**src/rtl/sitp_pkg.sv**
```systemverilog
// Shared types and constants for the signed integer text parser.
// No dependencies; imported by the step logic, the top level and the checker.
package sitp_pkg;

  localparam int unsigned CountWidth = 16;
  localparam int unsigned ValueWidth = 64;
  localparam int unsigned RadixWidth = 6;

  localparam logic [7:0] CharSpace   = 8'h20;
  localparam logic [7:0] CharTab     = 8'h09;
  localparam logic [7:0] CharNewline = 8'h0A;
  localparam logic [7:0] CharCr      = 8'h0D;
  localparam logic [7:0] CharMinus   = 8'h2D;
  localparam logic [7:0] CharPlus    = 8'h2B;
  localparam logic [7:0] CharZero    = 8'h30;
  localparam logic [7:0] CharNine    = 8'h39;
  localparam logic [7:0] CharLowerA  = 8'h61;
  localparam logic [7:0] CharLowerZ  = 8'h7A;
  localparam logic [7:0] CharUpperA  = 8'h41;
  localparam logic [7:0] CharUpperZ  = 8'h5A;
  localparam logic [7:0] CharLowerX  = 8'h78;
  localparam logic [7:0] CharUpperX  = 8'h58;
  localparam logic [7:0] LetterBase  = 8'd10;

  localparam logic [RadixWidth-1:0] RadixAuto = 6'd0;
  localparam logic [RadixWidth-1:0] RadixDec  = 6'd10;
  localparam logic [RadixWidth-1:0] RadixHex  = 6'd16;
  localparam logic [RadixWidth-1:0] RadixMax  = 6'd36;

  typedef enum logic [1:0] {
    PhSpace,
    PhSigned,
    PhZero,
    PhDigits
  } phase_e;

  typedef struct packed {
    phase_e                 phase;
    logic [ValueWidth-1:0]  mag;
    logic                   neg;
    logic [RadixWidth-1:0]  radix;
    logic [CountWidth-1:0]  count;
  } state_t;

endpackage

```
**src/rtl/signed_integer_text_parser_core.sv**
```systemverilog
// Top level of the signed integer text parser: parse state and result register.
// Depends on sitp_pkg and sitp_step.
//
//   channel  | direction | handshake               | payload
//   ---------+-----------+-------------------------+-------------------------------
//   input    | in        | in_valid_i / in_stall_o | text_char_i
//   output   | out       | out_valid_o/ out_stall_i| parsed_value_o, chars_used_o
//   config   | in        | cfg_we_i                | cfg_wdata_i (number_base)
//
// One character is taken per cycle unless stalled; the multiply-add in sitp_step
// sets the path. A taken terminator's result is at out_valid_o the next cycle.
// Input stalls only while a result waits in the output register and is stalled.
// Reset clears the parse state, the base register and the output valid flag.
module signed_integer_text_parser_core (
  input  logic                                   clk_i,
  input  logic                                   rst_ni,
  input  logic                                   cfg_we_i,
  input  logic [sitp_pkg::RadixWidth-1:0]        cfg_wdata_i,
  input  logic                                   in_valid_i,
  output logic                                   in_stall_o,
  input  logic [7:0]                             text_char_i,
  output logic                                   out_valid_o,
  input  logic                                   out_stall_i,
  output logic signed [sitp_pkg::ValueWidth-1:0] parsed_value_o,
  output logic [sitp_pkg::CountWidth-1:0]        chars_used_o
);
  import sitp_pkg::*;

  state_t                  state_q, state_d, state_next;
  logic [RadixWidth-1:0]   base_q;
  logic                    emit;
  logic                    in_xfer;
  logic                    out_valid_q, out_valid_d;
  logic [ValueWidth-1:0]   value_q, value_d;
  logic [CountWidth-1:0]   used_q, used_d;

  sitp_step u_step (
    .state_i (state_q),
    .char_i  (text_char_i),
    .base_i  (base_q),
    .state_o (state_next),
    .emit_o  (emit)
  );

  assign in_stall_o = out_valid_q && out_stall_i;
  assign in_xfer    = in_valid_i && !in_stall_o;
  assign state_d    = in_xfer ? state_next : state_q;

  always_comb begin
    out_valid_d = out_valid_q && out_stall_i;
    value_d     = value_q;
    used_d      = used_q;
    if (in_xfer && emit) begin
      out_valid_d = 1'b1;
      value_d     = state_q.neg ? ({ValueWidth{1'b0}} - state_q.mag) : state_q.mag;
      used_d      = state_q.count;
    end
  end

  always_ff @(posedge clk_i or negedge rst_ni) begin
    if (!rst_ni) begin
      state_q     <= '{phase: PhSpace, mag: '0, neg: 1'b0, radix: RadixAuto, count: '0};
      base_q      <= RadixAuto;
      out_valid_q <= 1'b0;
    end else begin
      state_q     <= state_d;
      out_valid_q <= out_valid_d;
      if (cfg_we_i) begin
        base_q <= cfg_wdata_i;
      end
    end
  end

  always_ff @(posedge clk_i) begin
    value_q <= value_d;
    used_q  <= used_d;
  end

  assign out_valid_o    = out_valid_q;
  assign parsed_value_o = value_q;
  assign chars_used_o   = used_q;

endmodule

```
**src/rtl/sitp_step.sv**
```systemverilog
// Per-character transition of the parser: decode, digit multiply-add, next state.
// Depends on sitp_pkg.
module sitp_step (
  input  sitp_pkg::state_t                       state_i,
  input  logic [7:0]                             char_i,
  input  logic [sitp_pkg::RadixWidth-1:0]        base_i,
  output sitp_pkg::state_t                       state_o,
  output logic                                   emit_o
);
  import sitp_pkg::*;

  logic                    is_ws;
  logic                    is_minus;
  logic                    is_plus;
  logic                    is_x;
  logic                    is_zero;
  logic                    dvalid;
  logic [7:0]              dtmp;
  logic [RadixWidth-1:0]   dval;
  logic [RadixWidth-1:0]   base_clip;
  logic [RadixWidth-1:0]   judge_r;
  logic [RadixWidth-1:0]   digit_r;
  logic                    auto_case;
  logic                    take_ws;
  logic                    take_sign;
  logic                    take_x;
  logic                    take_zero;
  logic                    take_digit;
  logic [ValueWidth+RadixWidth-1:0] prod;
  logic [CountWidth-1:0]   count_inc;
  phase_e                  phase_d;

  assign is_ws    = (char_i == CharSpace) || (char_i == CharTab) ||
                    (char_i == CharNewline) || (char_i == CharCr);
  assign is_minus = (char_i == CharMinus);
  assign is_plus  = (char_i == CharPlus);
  assign is_x     = (char_i == CharLowerX) || (char_i == CharUpperX);
  assign is_zero  = (char_i == CharZero);

  always_comb begin
    dtmp   = 8'd0;
    dvalid = 1'b1;
    if (char_i inside {[CharZero:CharNine]}) begin
      dtmp = char_i - CharZero;
    end else if (char_i inside {[CharLowerA:CharLowerZ]}) begin
      dtmp = char_i - CharLowerA + LetterBase;
    end else if (char_i inside {[CharUpperA:CharUpperZ]}) begin
      dtmp = char_i - CharUpperA + LetterBase;
    end else begin
      dvalid = 1'b0;
    end
  end
  assign dval = dtmp[RadixWidth-1:0];

  assign base_clip = (base_i > RadixMax) ? RadixMax : base_i;

  always_comb begin
    case (state_i.phase)
      PhSpace: judge_r = base_clip;
      PhZero:  judge_r = RadixDec;
      default: judge_r = state_i.radix;
    endcase
  end

  assign take_ws   = (state_i.phase == PhSpace) && is_ws;
  assign take_sign = (state_i.phase == PhSpace) && (is_minus || is_plus);
  assign take_x    = (state_i.phase == PhZero) && is_x;
  assign auto_case = ((state_i.phase == PhSpace) || (state_i.phase == PhSigned)) &&
                     (judge_r == RadixAuto) && !take_ws && !take_sign;
  assign take_zero = auto_case && is_zero;
  assign digit_r   = auto_case ? RadixDec : judge_r;
  assign take_digit = !take_ws && !take_sign && !take_x && !take_zero &&
                      dvalid && (dval < digit_r);
  assign emit_o    = !(take_ws || take_sign || take_x || take_zero || take_digit);

  assign prod      = state_i.mag * digit_r;
  assign count_inc = (&state_i.count) ? state_i.count : state_i.count + 1'b1;

  // Next phase.
  always_comb begin
    phase_d = state_i.phase;
    if (emit_o) begin
      phase_d = PhSpace;
    end else if (take_sign) begin
      phase_d = PhSigned;
    end else if (take_zero) begin
      phase_d = PhZero;
    end else if (take_x || take_digit) begin
      phase_d = PhDigits;
    end
  end

  // Datapath.
  always_comb begin
    state_o       = state_i;
    state_o.phase = phase_d;
    if (emit_o) begin
      state_o.mag   = '0;
      state_o.neg   = 1'b0;
      state_o.radix = RadixAuto;
      state_o.count = '0;
    end else begin
      state_o.count = count_inc;
      if (take_sign) begin
        state_o.radix = base_clip;
        state_o.neg   = is_minus;
      end else if (take_x) begin
        state_o.radix = RadixHex;
      end else if (take_zero) begin
        state_o.radix = RadixAuto;
      end else if (take_digit) begin
        state_o.radix = digit_r;
        state_o.mag   = prod[ValueWidth-1:0] + {{(ValueWidth-RadixWidth){1'b0}}, dval};
      end
    end
  end

endmodule

```
**config.mk**
```make
export PLATFORM = sky130hd
export DESIGN_NAME = signed_integer_text_parser_core
export DESIGN_NICKNAME = d
export VERILOG_FILES = /design/src/rtl/sitp_pkg.sv /design/src/rtl/signed_integer_text_parser_core.sv /design/src/rtl/sitp_step.sv
export SDC_FILE = /design/constraint.sdc
export NUM_CORES = 1
export LEC_CHECK = 0
export CAP_MARGIN = 20
export CELL_PAD_IN_SITES_DETAIL_PLACEMENT = 0
export CELL_PAD_IN_SITES_GLOBAL_PLACEMENT = 1
export CORE_MARGIN = 10
export CORE_UTILIZATION = 30
export DETAILED_ROUTE_END_ITERATION = 10
export DONT_BUFFER_PORTS = 1
export PLACE_DENSITY_LB_ADDON = 0.1
export SLEW_MARGIN = 20
export SYNTH_ARGS = -nofsm -noshare
export SYNTH_HDL_FRONTEND = slang
export SYNTH_SLANG_ARGS = --single-unit
```
**constraint.sdc**
```tcl
create_clock -name clk_i -period 19.05 [get_ports clk_i]
set_input_delay 1.905 -clock clk_i [delete_from_list [all_inputs] [get_ports clk_i]]
set_output_delay 1.905 -clock clk_i [all_outputs]
set_load 0.02 [all_outputs]
```
==> out/qor.yml, run 1 <==
status: "finished clean"
worstPathRequired_ns: 19.45
ys_seq_area_frac: 0.234
worstMarginPinSlew_ns: 1.07
dp_hpwl_mm: 46.3
drt_iter0_drc: 822
max-vdd-ir-drop_uv: 57.0
synthAdderAreaFrac: 0.322
drv_cap: 0
synth_area_sq_um: 20500
synth_enable_flop_cells: 80
numPortBuffers: 0
maxSlewHeadroom: 0.285
placeableCoreArea_sq_um: 67500
critPathLaunchType: "input pin"
synth_mux_area_frac: 0.00524
htree_num_levels: 4
die_h_microns: 282
final_cell_mix: "and2_1 (327), fa_1 (240), nand2_1 (196)"
dpl_cell_area_sq_um: 21200
numClockSinks: 176
grt_antenna_before_repair: 1
synth-compound-area-share: 0.134
drc: 0
clock_latency_ns: 0.51
grt_pass1_vias: 16373
post-route-cell-area_sq_um: 21900
via_per_inst: 5.17
holdWs_ns: 0.495
end_kind: "flip-flop"
post-place-ws_ns: 9.16
tns_ns: 0
finalSetupViolations: 0
post_cts_buffers: 0
fp.dieArea_sq_um: 79300
clkSlewWorstSetupHoldPaths_ns: 0.09
synth_top_family_by_area: "adder cells"
yosys_warnings: 0
min_path_type: "reg -> reg"
final_common_cell: "and2_1"
criticalPathCategory: "in -> reg"
slew_viol_final: 0
synthXorXnorAreaFrac: 0.0570
dieWidth_microns: 282
fin_crit_ns: 9.30
pin_count: 101
postLayoutCoreUtil: 0.324
p_leak_nw: 10.3
multi_input_area_sq_um: 14900
rsz0062_at_grt: "false"
worst_slack_ns: 9.75
cp_data_arrival_time_ns: 9.70
grt_pass1_wl_mm: 100
finalPower_mw: 1.26
seq_area_sq_um: 4810
start_util: 0.304
gp_congestion: 0.803
grt_overflow: 0
synth_flop_cell: "dfrtp_1"
grt_use_total: 0.165
cts-root-buf: "clkbuf_16"
grt_max_degree: 97
synthCells: 2132
post_cts_resized: 0
ant_nets: 0
layout.cells.non_filler: 2911
synth_seq_cells: 176
cts_tree: "yes"
power_density_nw_per_um2: 57.4
clockBufferDepth: 2
num_vias: 15048
ys_async_sr_fraction: 0.545
avgSynthCellArea_sq_um: 9.63
drt-pass1-iter-count: 5
finalHoldViolations: 0
hold_buffers: 0
place_inst: 2874
rows: 95
worst-path-max-fanout: 59
synth.distinct_cells: 80
area_growth_pct: 6.52
nets: 2424
syn_nets: 2536
cts_buffers: 17
synth-simple-area-share: 0.203
nFillCells: 6984
drt-wirelength-per-cell_microns: 21.7
fmax_mhz: 108
routed_wl_mm: 63.1
final.period_utilization: 0.488
drive_gt1_frac: 0.0418
worst_clock_skew_ns: 0.0130
routing by layer:
metal | wire [microns] | GRT usage | part of all wire
met4 | 717 | 0.0380 | 0.011
met3 | 1840 | 0.0214 | 0.029
met5 | 0 | 0 | 0
met1 | 31200 | 0.232 | 0.49
met2 | 29300 | 0.265 | 0.47
worst max-delay path, cell delays in order:
cell       delay (ns)
inv_1            0.06
ha_1             0.24
mux2i_1          0.14
or3_1            0.22
o2111ai_1        0.15
or4_1            0.69
o21ai_4          0.19
buf_4            0.60
inv_1            0.17
nor2_1           0.15
ha_1             0.16
inv_1            0.05
fa_1             0.51
inv_1            0.06
fa_1             0.53
inv_1            0.06
fa_1             0.53
inv_1            0.04
ha_1             0.35
a21o_1           0.20
a21oi_1          0.31
a21oi_1          0.18
o31ai_1          0.42
a21oi_1          0.20
o21ai_0          0.75
a2111oi_1        0.32
o21a_1           0.26
o41ai_1          0.23
path summary, 6_finish.rpt:
path | start | end | slack, ns | cells past startpoint
worst max-delay path | text_char_i[1] | state_q[76] | 9.75 | 28
worst min-delay path | state_q[18] | state_q[18] | 0.50 | 2
worst max register to register | base_q[1] | state_q[76] | 10.35 | 25
worst min register to register | state_q[18] | state_q[18] | 0.50 | 2
max in group asynchronous | rst_ni | state_q[55] | 17.75 | 0
min in group asynchronous | rst_ni | state_q[3] | 1.08 | 0
flip-flops by register name, summed over array words and instances, names as in the netlist:
signal          cells
state_q            89
out_valid_o         1
base_q              6
chars_used_o       16
parsed_value_o     64
cell usage after synthesis, types with 6 or more instances:
library cell / n / share of area
a211oi_1: 10 / 0.0037
a21boi_0: 6 / 0.0022
a21o_1: 41 / 0.015
a21oi_1: 85 / 0.021
a22o_1: 9 / 0.0038
a31oi_1: 13 / 0.0040
and2_1: 327 / 0.10
and3_1: 14 / 0.0043
buf_1: 7 / 0.0013
clkbuf_1: 136 / 0.025
dfrtp_1: 96 / 0.12
edfxtp_1: 80 / 0.12
fa_1: 240 / 0.23
ha_1: 145 / 0.088
inv_1: 96 / 0.018
mux2_2: 6 / 0.0033
nand2_1: 198 / 0.036
nand3_1: 33 / 0.0080
nand4_1: 20 / 0.0061
nor2_1: 73 / 0.013
nor2b_1: 13 / 0.0040
nor3_1: 22 / 0.0054
o211ai_1: 10 / 0.0037
o21a_1: 10 / 0.0037
o21ai_0: 120 / 0.029
o21bai_1: 19 / 0.0069
o31ai_1: 36 / 0.013
o41ai_1: 12 / 0.0051
or2_2: 7 / 0.0021
or3_1: 13 / 0.0040
or4_1: 9 / 0.0033
or4_4: 6 / 0.0033
xnor2_1: 98 / 0.042
xor2_1: 33 / 0.014
cell type report:
type | instances | share of cell area
flip-flops and latches | 176 | 0.220
inverters | 96 | 0.0165
clock buffers | 17 | 0.0194
well taps | 873 | 0.0499
repair buffers | 14 | 0.00480
multi-input cells | 1715 | 0.679
diodes | 5 | 0.000572
clock inverters | 15 | 0.00989
kinds of logic (layout without fill, tap and decap cells):
kind of cell / Yosys count / in the layout
adder cells (fa/ha/maj): 385 / 385
buffers and inverters: 241 / 142
other: 0 / 5
AO/OA/AOI/OAI: 421 / 421
AND/OR/NAND/NOR: 767 / 767
multiplexers: 10 / 10
flip-flops: 176 / 176
XOR/XNOR: 132 / 132
power breakdown:
part,total (mW),internal (mW),switching [mW],leakage (nW)
combinational,0.365,0.0898,0.275,7.91
clock,0.399,0.184,0.216,0.307
sequential,0.491,0.435,0.0561,2.10
No activity file was read; power rests on OpenSTA's default activity.
==> run 2: changes to the inputs <==
==> constraint.sdc (replaced) <==
create_clock -name clk_i -period 9.28 [get_ports clk_i]
set_input_delay 0.928 -clock clk_i [delete_from_list [all_inputs] [get_ports clk_i]]
set_output_delay 0.928 -clock clk_i [all_outputs]
set_load 0.02 [all_outputs]
==> run 2 against run 1 <==
Routed wire length fell by 1.7%. Register-to-register slack worse by 9.3 ns. Clock-buffer cell count did not move. Cell count is 0.10% higher. Critical path depth decreased by 4. Total power increased by 110%.
==> out/qor.yml, run 2 (synthesis gave the netlist of run 1 again) <==
status: "finished clean"
postLayoutCoreUtil: 0.325  # +0.000778
cts_tree: "yes"
drive_gt1_frac: 0.0451  # +0.00329
gr-usage-met3: 0.0165  # -0.00488
grt_max_degree: 97  # unchanged
cp_data_arrival_time_ns: 8.62  # -1.08 ns
nets: 2431  # +0.29%
hold_buffers: 0  # unchanged
grt_pass1_vias: 16565  # +1.2%
clkSlewWorstSetupHoldPaths_ns: 0.09  # about the same
fmax_mhz: 122
finalHoldViolations: 0  # unchanged
fin_crit_ns: 8.19
final_common_cell: "and2_1"
drt-wirelength-per-cell_microns: 21.3  # -1.8%
ff2ff_setup_slack_ns: 1.09  # -9.26 ns
end_kind: "flip-flop"
routed_wl_mm: 62.0  # -1.7%
pin_count: 101  # unchanged
gp_congestion: 0.827  # +3.0%
drv_cap: 0  # unchanged
finalSetupViolations: 0  # unchanged
worst-path-max-fanout: 32  # -46%
drt-pass1-iter-count: 5  # unchanged
maxSlewHeadroom: 0.311  # +0.0259
largest_register_ffs: 89  # unchanged
grtUsageMet2: 0.267  # +0.00168
reg2reg_depth: 24  # -4.0%
area_growth_pct: 6.77
p_leak_nw: 10.4  # +0.38%
grt_util_met1: 0.230  # -0.00209
ant_nets: 0  # unchanged
max-vdd-ir-drop_uv: 94.5  # +66%
htree_num_levels: 4  # unchanged
drc: 0  # unchanged
numClockSinks: 176  # unchanged
post_cts_resized: 0  # unchanged
reg2reg_to: "state_q[84]"
dieWidth_microns: 282  # unchanged
num_vias: 15051  # +0.020%
via_per_inst: 5.17  # about the same
cts-root-buf: "clkbuf_16"
clock_latency_ns: 0.51  # about the same
grt_use_total: 0.163  # -0.00145
tns_ns: 0  # unchanged
grt_pass1_wl_mm: 101  # +0.15%
die_h_microns: 282  # unchanged
rsz0062_at_grt: "false"
clockBufferDepth: 2  # unchanged
start_util: 0.304  # unchanged
final_cell_mix: "and2_1 (327), fa_1 (240), nand2_1 (196)"
power_density_nw_per_um2: 118  # +110%
numPortBuffers: 0  # unchanged
reg2reg_from: "state_q[87]"
final.period_utilization: 0.883
top_register: "state_q"
grt_busiest_layer: "met2"
worstPathRequired_ns: 9.71  # -9.74 ns
min_path_type: "in -> async"
slew_viol_final: 0  # unchanged
worstMarginPinSlew_ns: 1.03  # -0.0388 ns
post_cts_buffers: 0  # unchanged
rows: 95  # unchanged
drt_iter0_drc: 692  # -16%
grt_antenna_before_repair: 3  # +2
fp.dieArea_sq_um: 79300  # unchanged
critPathLaunchType: "flip-flop"
placeableCoreArea_sq_um: 67500  # unchanged
grt_overflow: 0  # unchanged
worst_clock_skew_ns: 0.0226  # +0.00960 ns
dp_hpwl_mm: 46.7  # +0.88%
criticalPathCategory: "reg -> reg"
finalPower_mw: 2.59  # +110%
cts_buffers: 17  # unchanged
[run 2: cell count changes in the layout (fill, tap and decap cells not counted), sizes merged]
cell	before	now
diode	5	1
buf	14	21
[run 2: critical path, cell delays in order (launching register included)]
cell	delay, ns
dfrtp_1	0.64
nor2_1	0.18
o21ai_0	0.14
nand2_2	0.46
or4_1	0.80
o21ai_4	0.26
nand2_1	0.10
fa_1	0.49
fa_1	0.56
inv_1	0.06
fa_1	0.53
inv_1	0.06
fa_1	0.53
inv_1	0.05
ha_1	0.35
a21o_1	0.21
a21oi_1	0.31
a21oi_1	0.14
o31ai_1	0.38
a21oi_1	0.18
o21ai_0	0.76
a2111oi_0	0.28
buf_4	0.22
or3_1	0.36
nand3_1	0.08
[run 2: layer usage]
| layer | wire length (microns) | share of wire |
|---|---|---|
| met1 | 31100 | 0.50 |
| met2 | 29000 | 0.47 |
| met3 | 1270 | 0.020 |
| met4 | 688 | 0.011 |
| met5 | 0 | 0 |
[run 2: area by class of cell]
type	count	area, sq um
diodes	1	2.50
multi-input cells	1715	14900
fillers	6989	45600
inverters	96	360
repair buffers	21	170
flip-flops and latches	176	4810
clock buffers	17	425
well taps	873	1090
clock inverters	15	216
[run 2: how the worst max path moves through the flow]
stage,startpoint,to,cells after the start
finish,state_q[87],state_q[84],24
global route,state_q[87],state_q[76],27
CTS,state_q[87],state_q[84],24
global placement,text_char_i[1],state_q[84],26
floorplan,text_char_i[1],state_q[84],27
detailed placement,text_char_i[1],state_q[84],29
[run 2: metrics by stage]
step	setup slack (ns)	hold slack [ns]	area (sq um)	std cells
after floorplan	1.69	0.423	20500	2132
final	1.09	0.103	21900	2914
after global placement	1.14	0.471	21300	2881
after detailed placement	1.04	0.481	21300	2881
after global routing	0.685	0.0660	21900	2913
after CTS	1.20	0.0593	21900	2913
[run 2: power by group]
group	switching, mW	total [mW]	internal [mW]
clock network	0.439	0.816	0.377
registers	0.113	1.01	0.893
logic	0.564	0.765	0.200
